### config.mk
export PLATFORM = sky130hd
export DESIGN_NAME = linked_line_editor
export DESIGN_NICKNAME = d
export VERILOG_FILES = /design/src/lle_pkg.sv /design/src/lle_ctrl.sv /design/src/lle_datapath.sv /design/src/linked_line_editor.sv
export SDC_FILE = /design/constraint.sdc
export NUM_CORES = 2
export LEC_CHECK = 0
export BUFFER_PORTS_ARGS = -buffer_cell sky130_fd_sc_hd__buf_2
export CORE_ASPECT_RATIO = 0.7
export CORE_MARGIN = 2
export CORE_UTILIZATION = 40
export CTS_BUF_LIST = sky130_fd_sc_hd__clkbuf_16
export DETAILED_ROUTE_END_ITERATION = 8
export PLACE_DENSITY_LB_ADDON = 0.3
export SLEW_MARGIN = 20
export SYNTH_ARGS = -nofsm -noshare
export SYNTH_HDL_FRONTEND = slang
export SYNTH_SLANG_ARGS = --single-unit
### constraint.sdc
create_clock -name clk -period 14.42 [get_ports clk]
set_clock_uncertainty 0.1 [all_clocks]
set_input_delay 2.884 -clock clk [delete_from_list [all_inputs] [get_ports clk]]
set_output_delay 2.884 -clock clk [all_outputs]
set_load 0.02 [all_outputs]
### src/lle_pkg.sv
// Shared types and constants for the linked line editor.
// Holds the item and result payloads and the controller/datapath command and status structs.
// No dependencies.
package lle_pkg;

	localparam int LLE_MAX_NODES = 64;

	localparam int ID_W      = 7;
	localparam int CNT_W     = 16;
	localparam int SUM_W     = 32;
	localparam int OP_W      = 2;
	localparam int CFG_IDX_W = 1;

	localparam logic [OP_W-1:0] OP_INSERT  = 2'd0;
	localparam logic [OP_W-1:0] OP_MOVE    = 2'd1;
	localparam logic [OP_W-1:0] OP_REMOVE  = 2'd2;
	localparam logic [OP_W-1:0] OP_RESTART = 2'd3;

	localparam logic [CFG_IDX_W-1:0] CFG_NODE_COUNT = 1'b0;
	localparam logic [CFG_IDX_W-1:0] CFG_FIRST_NODE = 1'b1;

	localparam logic [ID_W-1:0] NODE_COUNT_RST = 7'd64;
	localparam logic [ID_W-1:0] FIRST_NODE_RST = 7'd1;

	// node_c value that selects "before" for insert and "backward" for remove.
	localparam logic [ID_W-1:0] DIR_BACK = 7'd1;

	typedef struct packed {
		logic [OP_W-1:0]  operation;
		logic [ID_W-1:0]  node_a;
		logic [CNT_W-1:0] node_b;
		logic [ID_W-1:0]  node_c;
	} item_t;

	typedef struct packed {
		logic [ID_W-1:0]  removed_node;
		logic             node_valid;
		logic [SUM_W-1:0] shortfall_total;
		logic             last;
	} result_t;

	// Link table read selection.
	typedef enum logic [2:0] {
		RD_NONE,
		RD_B,
		RD_AB,
		RD_C,
		RD_A,
		RD_CUR
	} rd_sel_t;

	// Link write (join x -> y) selection.
	typedef enum logic [3:0] {
		JN_NONE,
		JN_CLEAR,
		JN_HEAD,
		JN_TAIL,
		JN_PREV_A,
		JN_A_B,
		JN_A_NEXT,
		JN_B_A,
		JN_PREV_NEXT,
		JN_B_C,
		JN_LO_HI
	} join_sel_t;

	typedef struct packed {
		logic      load;
		rd_sel_t   rd;
		join_sel_t wr;
		logic      walk_count;
		logic      sum_update;
		logic      sum_clear;
		logic      walk_emit;
		logic      emit_empty;
	} cmd_t;

	typedef struct packed {
		logic a_ok;
		logic b_ok;
		logic c_ok;
		logic c_back;
		logic cur_ok;
		logic k_zero;
		logic j_last;
		logic clr_done;
		logic out_free;
	} status_t;

endpackage

### src/lle_ctrl.sv
// Controller state machine of the linked line editor.
// Sequences link table reads, joins, remove walks and result emission.
// Depends on lle_pkg.
module lle_ctrl
	import lle_pkg::*;
(
	input  logic            clk,
	input  logic            arst_n,
	input  logic            item_valid,
	input  logic [OP_W-1:0] operation,
	output logic            item_stall,
	input  status_t         status,
	output cmd_t            cmd
);

	typedef enum logic [4:0] {
		ST_IDLE,
		ST_CLR,
		ST_RST_HEAD,
		ST_RST_TAIL,
		ST_INS_RD,
		ST_INS_J1,
		ST_INS_J2,
		ST_MV_RD,
		ST_MV_J1,
		ST_MV_RD2,
		ST_MV_J2,
		ST_MV_J3,
		ST_RM_RD,
		ST_RM_WALK,
		ST_RM_SUM,
		ST_RM_EMIT,
		ST_RM_EMPTY,
		ST_RM_JOIN
	} state_t;

	state_t state_q;
	state_t state_nxt;

	assign item_stall = (state_q != ST_IDLE);

	always_comb begin
		cmd       = '0;
		cmd.rd    = RD_NONE;
		cmd.wr    = JN_NONE;
		state_nxt = state_q;
		unique case (state_q)
			ST_IDLE: begin
				if (item_valid) begin
					cmd.load = 1'b1;
					unique case (operation)
						OP_INSERT:  state_nxt = ST_INS_RD;
						OP_MOVE:    state_nxt = ST_MV_RD;
						OP_REMOVE:  state_nxt = ST_RM_RD;
						OP_RESTART: state_nxt = ST_CLR;
						default:    state_nxt = ST_IDLE;
					endcase
				end
			end
			ST_CLR: begin
				cmd.wr = JN_CLEAR;
				if (status.clr_done) begin
					state_nxt = ST_RST_HEAD;
				end
			end
			ST_RST_HEAD: begin
				cmd.wr    = JN_HEAD;
				state_nxt = ST_RST_TAIL;
			end
			ST_RST_TAIL: begin
				cmd.wr        = JN_TAIL;
				cmd.sum_clear = 1'b1;
				state_nxt     = ST_IDLE;
			end
			ST_INS_RD: begin
				cmd.rd    = RD_B;
				state_nxt = (status.a_ok && status.b_ok) ? ST_INS_J1 : ST_IDLE;
			end
			ST_INS_J1: begin
				cmd.wr    = status.c_back ? JN_PREV_A : JN_A_NEXT;
				state_nxt = ST_INS_J2;
			end
			ST_INS_J2: begin
				cmd.wr    = status.c_back ? JN_A_B : JN_B_A;
				state_nxt = ST_IDLE;
			end
			ST_MV_RD: begin
				cmd.rd    = RD_AB;
				state_nxt = (status.a_ok && status.b_ok && status.c_ok) ? ST_MV_J1 : ST_IDLE;
			end
			ST_MV_J1: begin
				cmd.wr    = JN_PREV_NEXT;
				state_nxt = ST_MV_RD2;
			end
			ST_MV_RD2: begin
				// prev of the target is read only after the first join has landed.
				cmd.rd    = RD_C;
				state_nxt = ST_MV_J2;
			end
			ST_MV_J2: begin
				cmd.wr    = JN_PREV_A;
				state_nxt = ST_MV_J3;
			end
			ST_MV_J3: begin
				cmd.wr    = JN_B_C;
				state_nxt = ST_IDLE;
			end
			ST_RM_RD: begin
				cmd.rd    = RD_A;
				state_nxt = ST_RM_WALK;
			end
			ST_RM_WALK: begin
				cmd.rd         = RD_CUR;
				cmd.walk_count = 1'b1;
				if (!status.cur_ok) begin
					state_nxt = ST_RM_SUM;
				end
			end
			ST_RM_SUM: begin
				cmd.sum_update = 1'b1;
				state_nxt      = status.k_zero ? ST_RM_EMPTY : ST_RM_EMIT;
			end
			ST_RM_EMIT: begin
				if (status.out_free) begin
					cmd.rd        = RD_CUR;
					cmd.walk_emit = 1'b1;
					if (status.j_last) begin
						state_nxt = ST_RM_JOIN;
					end
				end
			end
			ST_RM_EMPTY: begin
				if (status.out_free) begin
					cmd.emit_empty = 1'b1;
					state_nxt      = ST_IDLE;
				end
			end
			ST_RM_JOIN: begin
				cmd.wr    = JN_LO_HI;
				state_nxt = ST_IDLE;
			end
			default: state_nxt = ST_IDLE;
		endcase
	end

	always_ff @(posedge clk or negedge arst_n) begin
		if (!arst_n) begin
			state_q <= ST_IDLE;
		end else begin
			state_q <= state_nxt;
		end
	end

endmodule

### src/lle_datapath.sv
// Datapath of the linked line editor: link tables, walk counters, shortfall sum,
// configuration registers and the result register.
// Depends on lle_pkg.
module lle_datapath
	import lle_pkg::*;
#(
	parameter int MAX_NODES = LLE_MAX_NODES
) (
	input  logic                 clk,
	input  logic                 arst_n,
	input  item_t                item,
	input  logic                 cfg_valid,
	input  logic [CFG_IDX_W-1:0] cfg_index,
	input  logic [ID_W-1:0]      cfg_data,
	input  logic                 result_stall,
	input  cmd_t                 cmd,
	output status_t              status,
	output result_t              result,
	output logic                 result_valid
);

	localparam int DEPTH = MAX_NODES + 3;
	localparam int AW    = $clog2(DEPTH);
	localparam int KW    = $clog2(MAX_NODES + 1);

	localparam logic [ID_W-1:0] MAX_ID   = ID_W'(MAX_NODES);
	localparam logic [ID_W-1:0] DEPTH_ID = ID_W'(DEPTH);
	localparam logic [AW-1:0]   CLR_LAST = AW'(DEPTH - 1);
	localparam logic [KW-1:0]   K_MAX    = KW'(MAX_NODES);

	function automatic logic is_node(input logic [ID_W-1:0] id, input logic [ID_W-1:0] n);
		return (id != '0) && (id <= n);
	endfunction

	logic [ID_W-1:0] next_link_q [DEPTH];
	logic [ID_W-1:0] prev_link_q [DEPTH];
	logic [ID_W-1:0] rd_next_q;
	logic [ID_W-1:0] rd_prev_q;

	logic [ID_W-1:0]  node_count_q;
	logic [ID_W-1:0]  first_node_q;
	logic [ID_W-1:0]  n_q;
	logic [ID_W-1:0]  f_q;
	logic [ID_W-1:0]  a_q;
	logic [CNT_W-1:0] b_q;
	logic [ID_W-1:0]  c_q;
	logic [AW-1:0]    clr_idx_q;
	logic             first_q;
	logic [CNT_W-1:0] cnt_q;
	logic [KW-1:0]    k_q;
	logic [KW-1:0]    j_q;
	logic [ID_W-1:0]  end_q;
	logic [ID_W-1:0]  other_q;
	logic [SUM_W-1:0] sum_q;
	result_t          res_q;
	logic             res_valid_q;

	logic [ID_W-1:0] n_new;
	logic [ID_W-1:0] f_new;
	logic            back;
	logic [ID_W-1:0] b_id;
	logic [ID_W-1:0] cur;
	logic [ID_W-1:0] lo;
	logic [ID_W-1:0] hi;
	logic            j_last;
	logic            out_free;
	logic [SUM_W:0]  sum_add;

	logic [ID_W-1:0] nr_id;
	logic [ID_W-1:0] pr_id;
	logic            nr_en;
	logic            pr_en;
	logic [ID_W-1:0] jx;
	logic [ID_W-1:0] jy;
	logic            nw_en;
	logic            pw_en;
	logic [AW-1:0]   nw_addr;
	logic [AW-1:0]   pw_addr;
	logic [ID_W-1:0] nw_data;
	logic [ID_W-1:0] pw_data;

	always_comb begin
		if (node_count_q == '0) begin
			n_new = ID_W'(1);
		end else if (node_count_q > MAX_ID) begin
			n_new = MAX_ID;
		end else begin
			n_new = node_count_q;
		end
		if (first_node_q == '0) begin
			f_new = ID_W'(1);
		end else if (first_node_q > n_new) begin
			f_new = n_new;
		end else begin
			f_new = first_node_q;
		end
	end

	assign back     = (c_q == DIR_BACK);
	assign b_id     = b_q[ID_W-1:0];
	assign cur      = first_q ? a_q : (back ? rd_prev_q : rd_next_q);
	assign lo       = back ? end_q : other_q;
	assign hi       = back ? other_q : end_q;
	assign j_last   = ((KW + 1)'(j_q) + (KW + 1)'(1)) == (KW + 1)'(k_q);
	assign out_free = !res_valid_q || !result_stall;
	assign sum_add  = (SUM_W + 1)'(sum_q) + (SUM_W + 1)'(cnt_q);

	assign status.a_ok     = is_node(a_q, n_q);
	assign status.b_ok     = (b_q != '0) && (b_q <= CNT_W'(n_q));
	assign status.c_ok     = is_node(c_q, n_q);
	assign status.c_back   = back;
	assign status.cur_ok   = is_node(cur, n_q) && (cnt_q != '0) && (k_q != K_MAX);
	assign status.k_zero   = (k_q == '0);
	assign status.j_last   = j_last;
	assign status.clr_done = (clr_idx_q == CLR_LAST);
	assign status.out_free = out_free;

	assign result       = res_q;
	assign result_valid = res_valid_q;

	// Read address selection; each table has its own read port.
	always_comb begin
		nr_id = '0;
		pr_id = '0;
		nr_en = 1'b0;
		pr_en = 1'b0;
		unique case (cmd.rd)
			RD_NONE: begin
			end
			RD_B: begin
				nr_id = b_id;
				pr_id = b_id;
				nr_en = 1'b1;
				pr_en = 1'b1;
			end
			RD_AB: begin
				nr_id = b_id;
				pr_id = a_q;
				nr_en = 1'b1;
				pr_en = 1'b1;
			end
			RD_C: begin
				pr_id = c_q;
				pr_en = 1'b1;
			end
			RD_A: begin
				nr_id = a_q;
				pr_id = a_q;
				nr_en = 1'b1;
				pr_en = 1'b1;
			end
			RD_CUR: begin
				nr_id = cur;
				pr_id = cur;
				nr_en = 1'b1;
				pr_en = 1'b1;
			end
			default: begin
			end
		endcase
	end

	// A join x -> y writes next[x] = y and prev[y] = x in the same cycle.
	always_comb begin
		jx = '0;
		jy = '0;
		unique case (cmd.wr)
			JN_NONE:      begin end
			JN_CLEAR:     begin end
			JN_HEAD:      begin jx = n_q + ID_W'(1); jy = f_q;               end
			JN_TAIL:      begin jx = f_q;            jy = n_q + ID_W'(2);    end
			JN_PREV_A:    begin jx = rd_prev_q;      jy = a_q;               end
			JN_A_B:       begin jx = a_q;            jy = b_id;              end
			JN_A_NEXT:    begin jx = a_q;            jy = rd_next_q;         end
			JN_B_A:       begin jx = b_id;           jy = a_q;               end
			JN_PREV_NEXT: begin jx = rd_prev_q;      jy = rd_next_q;         end
			JN_B_C:       begin jx = b_id;           jy = c_q;               end
			JN_LO_HI:     begin jx = lo;             jy = hi;                end
			default:      begin end
		endcase
		if (cmd.wr == JN_CLEAR) begin
			nw_en   = 1'b1;
			pw_en   = 1'b1;
			nw_addr = clr_idx_q;
			pw_addr = clr_idx_q;
			nw_data = '0;
			pw_data = '0;
		end else begin
			nw_en   = (cmd.wr != JN_NONE) && (jx < DEPTH_ID);
			pw_en   = (cmd.wr != JN_NONE) && (jy < DEPTH_ID);
			nw_addr = jx[AW-1:0];
			pw_addr = jy[AW-1:0];
			nw_data = jy;
			pw_data = jx;
		end
	end

	always_ff @(posedge clk) begin
		if (nw_en) begin
			next_link_q[nw_addr] <= nw_data;
		end
		if (pw_en) begin
			prev_link_q[pw_addr] <= pw_data;
		end
		if (nr_en && (nr_id < DEPTH_ID)) begin
			rd_next_q <= next_link_q[nr_id[AW-1:0]];
		end
		if (pr_en && (pr_id < DEPTH_ID)) begin
			rd_prev_q <= prev_link_q[pr_id[AW-1:0]];
		end
	end

	always_ff @(posedge clk or negedge arst_n) begin
		if (!arst_n) begin
			node_count_q <= NODE_COUNT_RST;
			first_node_q <= FIRST_NODE_RST;
		end else if (cfg_valid) begin
			unique case (cfg_index)
				CFG_NODE_COUNT: node_count_q <= cfg_data;
				CFG_FIRST_NODE: first_node_q <= cfg_data;
				default: begin
				end
			endcase
		end
	end

	// Operation operands and walk bookkeeping.
	always_ff @(posedge clk) begin
		if (cmd.load) begin
			a_q       <= item.node_a;
			b_q       <= item.node_b;
			c_q       <= item.node_c;
			n_q       <= n_new;
			f_q       <= f_new;
			clr_idx_q <= '0;
			first_q   <= 1'b1;
			cnt_q     <= item.node_b;
			k_q       <= '0;
		end
		if (cmd.wr == JN_CLEAR) begin
			clr_idx_q <= clr_idx_q + AW'(1);
		end
		if (cmd.walk_count) begin
			// The first step still sees the neighbor read of the start node.
			if (first_q) begin
				other_q <= back ? rd_next_q : rd_prev_q;
			end
			if (status.cur_ok) begin
				k_q     <= k_q + KW'(1);
				cnt_q   <= cnt_q - CNT_W'(1);
				first_q <= 1'b0;
			end else begin
				end_q <= cur;
			end
		end
		if (cmd.sum_update) begin
			first_q <= 1'b1;
			j_q     <= '0;
		end
		if (cmd.walk_emit) begin
			j_q     <= j_q + KW'(1);
			first_q <= 1'b0;
		end
	end

	always_ff @(posedge clk or negedge arst_n) begin
		if (!arst_n) begin
			sum_q <= '0;
		end else if (cmd.sum_clear) begin
			sum_q <= '0;
		end else if (cmd.sum_update) begin
			sum_q <= sum_add[SUM_W] ? '1 : sum_add[SUM_W-1:0];
		end
	end

	always_ff @(posedge clk) begin
		if (cmd.walk_emit) begin
			res_q.removed_node    <= cur;
			res_q.node_valid      <= 1'b1;
			res_q.shortfall_total <= sum_q;
			res_q.last            <= j_last;
		end else if (cmd.emit_empty) begin
			res_q.removed_node    <= '0;
			res_q.node_valid      <= 1'b0;
			res_q.shortfall_total <= sum_q;
			res_q.last            <= 1'b1;
		end
	end

	always_ff @(posedge clk or negedge arst_n) begin
		if (!arst_n) begin
			res_valid_q <= 1'b0;
		end else if (cmd.walk_emit || cmd.emit_empty) begin
			res_valid_q <= 1'b1;
		end else if (!result_stall) begin
			res_valid_q <= 1'b0;
		end
	end

endmodule

### src/linked_line_editor.sv
// Linked line editor: a line of node ids kept as a doubly linked list in two link tables.
// Restart makes a clearing pass over all MAX_NODES + 3 table entries. Remove runs one walk
// to count, one walk to emit at one node per cycle while the result is not stalled, then
// the closing join.
// One item is worked on at a time. Reset clears control state, the shortfall sum and
// the configuration to node_count 64 and first_node 1; link tables are set by restart.
module linked_line_editor
	import lle_pkg::*;
#(
	parameter int MAX_NODES = LLE_MAX_NODES
) (
	input  logic                 clk,
	input  logic                 arst_n,
	input  logic                 item_valid,
	output logic                 item_stall,
	input  item_t                item,
	output logic                 result_valid,
	input  logic                 result_stall,
	output result_t              result,
	input  logic                 cfg_valid,
	output logic                 cfg_ready,
	input  logic [CFG_IDX_W-1:0] cfg_index,
	input  logic [ID_W-1:0]      cfg_data
);

	cmd_t    cmd;
	status_t status;

	// Configuration transactions complete in the cycle they are offered.
	assign cfg_ready = 1'b1;

	lle_ctrl u_ctrl (
		.clk        (clk),
		.arst_n     (arst_n),
		.item_valid (item_valid),
		.operation  (item.operation),
		.item_stall (item_stall),
		.status     (status),
		.cmd        (cmd)
	);

	lle_datapath #(
		.MAX_NODES (MAX_NODES)
	) u_datapath (
		.clk          (clk),
		.arst_n       (arst_n),
		.item         (item),
		.cfg_valid    (cfg_valid),
		.cfg_index    (cfg_index),
		.cfg_data     (cfg_data),
		.result_stall (result_stall),
		.cmd          (cmd),
		.status       (status),
		.result       (result),
		.result_valid (result_valid)
	);

endmodule

==> impl_metrics.csv <==
group,metric,value,unit
clock_network,clock_sink_count,1141,
sta,rsz0062_at_grt,"false",
run,drv_cap,0,
clock_network,htreeDepth,3,
placed_design,gp_congestion,0.927,
logic_synthesis,yosysUniqueCellTypes,111,
layout,multi_input_area,0.0149,mm²
clock_network,worst_skew_pair.late_latency,750,ps
clock_network,cts_resized,0,
die,start_util,40.2,%
grt,grt_pass1_wl,213,mm
die,dieArea,0.127,mm²
logic_synthesis,synth_area_leader_cell,"edfxtp_1",
worst_hold_path,hold_depth,2,
worst_hold_path,hold_class,"register to register",
logic_synthesis,synth-edff-count,1064,
grt,grt_remaining_overflow,0,
setup_path,cp_max_fo,63,
layout,num_antenna_cells,0,
power_and_ir_drop,ir_drop,94.9,µV
die,ios,89,
sta,tns,0,ps
grt,grt.total_usage,22.4,%
run_status,status,"complete, no violations",
drt,vias_per_cell,6.01,
clock_network,cts-buffers-inserted,106,
grt,top_usage_layer,"met1",
clock_network,cts-root-buf,"clkbuf_16",
sta,fmax,0.142,GHz
layout,fin_nets,4014,
clock_network,path_clk_slew,60,ps
grt,grt_max_degree,142,
drt,drt_iter0_drc,4540,
grt,use_met2,30.6,%
logic_synthesis,syn-cell-area,0.0498,mm²
sta,fin_crit_sh,49.0,%
grt,first_global_vias,31300,
die,core,0.124,mm²
logic_synthesis,synth.avg_cell_area,12.9,µm²
sta,fin_crit,7070,ps
grt,antenna_found_initial,4,
layout,area_delta_synth_final,11.4,%
clock_network,post_cts_buffers,0,
sta,drv_slew,0,
logic_synthesis,synth_top_area_share,64.2,%
sta,hold_viol,0,
logic_synthesis,syn_inst,3866,
logic_synthesis,synth_nets,3971,
drt,firstDrtPassIters,9,
logic_synthesis,async_flop_share,4.56,%
sta,tightest_slew,1110,ps
grt,grt_use_met3,5.61,%
die,die_w,426,µm
logic_synthesis,yosys_warnings,0,
grt,grtUsageMet1,35.3,%
setup_path,critPathRequiredTime,14770,ps
setup_path,end_kind,"register",
layout,stdcell_count,5650,
drt,vias,34000,
placed_design,dp_hpwl,91.4,mm
layout,drive_above_1_share,10.7,%
sta,relSlewSlack,25.6,%
setup_path,cp.arrival,7410,ps
setup_path,cp-start-kind,"input port",
drt,ant_nets,0,
drt,avgRoutedWirePerCell,25.9,µm
power_and_ir_drop,powerDensity,117,mW/mm²
setup_path,worstSetupPathType,"input port to register",
logic_synthesis,yosysSeqAreaShare,67.8,%
logic_synthesis,synth_flop_cell,"edfxtp_1",
logic_synthesis,ys_ff_latch,1141,
clock_network,clock_path_buffers,3,
placed_design,place_inst,5451,
sta,setup_viol,0,
drt,drc,0,
clock_network,cts-hold-fix-buffers,0,
power_and_ir_drop,power_leakage,0.0179,µW
setup_path,rr_worst_depth,11,
die,row_count,108,
placed_design,portBuffers,87,
die,die_y,299,µm
drt,wl,146,mm
logic_synthesis,synthTopCellsByArea,"edfxtp_1 (64%), nand2_1 (4.9%), dfrtp_1 (2.5%)",
layout,fill_cells,11100,
clock_network,cts_tree,"built",
layout,final-seq-area,0.0338,mm²
[area by class of cell]
class	count	area share, %
inverters	59	0.402
clock buffers	108	4.88
well taps	1650	3.72
repair buffers	153	1.70
flip-flops and latches	1141	60.9
multi-input cells	2448	26.9
clock inverters	91	1.46
[placed cells by master, fill, tap and decap left out, types with 59 or more instances in the layout]
cell type / count
a211oi_1: 81
nand3_1: 181
clkbuf_16: 108
a31oi_1: 109
nand2_1: 651
buf_4: 65
o21ai_0: 89
and3_1: 91
ha_1: 59
inv_1: 61
nor2_1: 261
mux2i_1: 114
edfxtp_1: 1064
buf_2: 87
a21oi_1: 80
[power by group]
group          leakage, µW  switching (µW)  total [µW]  internal, µW
Combinational      0.00775            28.9        52.0          23.1
Clock              0.00175            1290        2860          1570
Sequential         0.00844            7.70        3580          3570
Total               0.0179            1330        6490          5160
[routing by layer]
| metal | vias to the layer above | part of all wire [%] |
|---|---|---|
| met5 | - | 0 |
| met4 | 0 | 2.2 |
| met3 | 247 | 11 |
| met2 | 1830 | 41 |
| met1 | 17000 | 45 |
| li1 | 14900 | - |
[cell families (layout without fill, tap and decap cells)]
logic type | after synthesis | after routing | share of synthesized area (%)
compound gates | 755 | 755 | 11.2
buf+inv | 277 | 411 | 2.44
xor+xnor | 38 | 38 | 0.669
fa+ha+maj | 60 | 60 | 1.52
other cells | 1 | 1 | 0.00754
flops | 1141 | 1141 | 67.8
simple gates | 1451 | 1451 | 13.4
mux | 143 | 143 | 2.95
[final timing paths]
path | start | to | slack [ps]
min | u_datapath.result[33]$_SDFFE_PP1P_ | u_datapath.result[33]$_SDFFE_PP1P_ | 370
min reg2reg | u_datapath.result[33]$_SDFFE_PP1P_ | u_datapath.result[33]$_SDFFE_PP1P_ | 370
max in group asynchronous | arst_n | u_ctrl.state_q[1]$_DFFE_PN0P_ | 11510
max reg2reg | u_datapath.c_q[1]$_DFFE_PP_ | u_datapath.rd_prev_q[1]$_DFFE_PP_ | 7950
max | result_stall | u_datapath.rd_prev_q[1]$_DFFE_PP_ | 7350
min in group asynchronous | arst_n | u_datapath.first_node_q[2]$_DFFE_PN0P_ | 2180
[metrics by stage]
step	total power (µW)	cell area, µm²	hold slack [ps]	setup WS [ps]	util, %
2_1_floorplan	3680	49800	360	8920	-
3_3_place_gp	3700	51900	355	6610	42.0
3_5_place_dp	3700	51900	348	6550	42.0
4_1_cts	6530	55400	373	7340	44.8
5_1_grt	6660	55400	389	7270	44.8
6_report	6490	55400	368	7350	44.8
[critical path, stage by stage]
cell      delay, ps
buf_2           120
nand3_1         100
nand3_1         240
or3_2           150
buf_4           540
nand2_4         580
buf_4           570
nor2_1          770
a32o_1          270
nor4_1           50
o311ai_1        860
a31oi_1         150
[cells in the mapped netlist, types with 31 or more instances]
| cell type | count |
|---|---|
| edfxtp_1 | 1064 |
| nand2_1 | 653 |
| nor2_1 | 263 |
| nand3_1 | 186 |
| mux2i_1 | 114 |
| a31oi_1 | 109 |
| clkbuf_1 | 94 |
| and3_1 | 91 |
| o21ai_0 | 89 |
| buf_2 | 88 |
| a211oi_1 | 81 |
| a21oi_1 | 80 |
| ha_1 | 59 |
| inv_1 | 55 |
| dfrtp_1 | 50 |
| a32oi_1 | 48 |
| nor2b_1 | 48 |
| nand4_1 | 41 |
| nor3_1 | 38 |
| a311oi_1 | 31 |
[state kept, by name, summed over array words and instances, names as in the netlist, 16 cells and up]
| register | count |
|---|---|
| u_datapath.next_link_q | 469 |
| u_datapath.result | 41 |
| u_datapath.prev_link_q | 469 |
| u_datapath.cnt_q | 16 |
| u_datapath.sum_q | 32 |
| u_datapath.b_q | 16 |
Power figures use the tool's default switching activity.
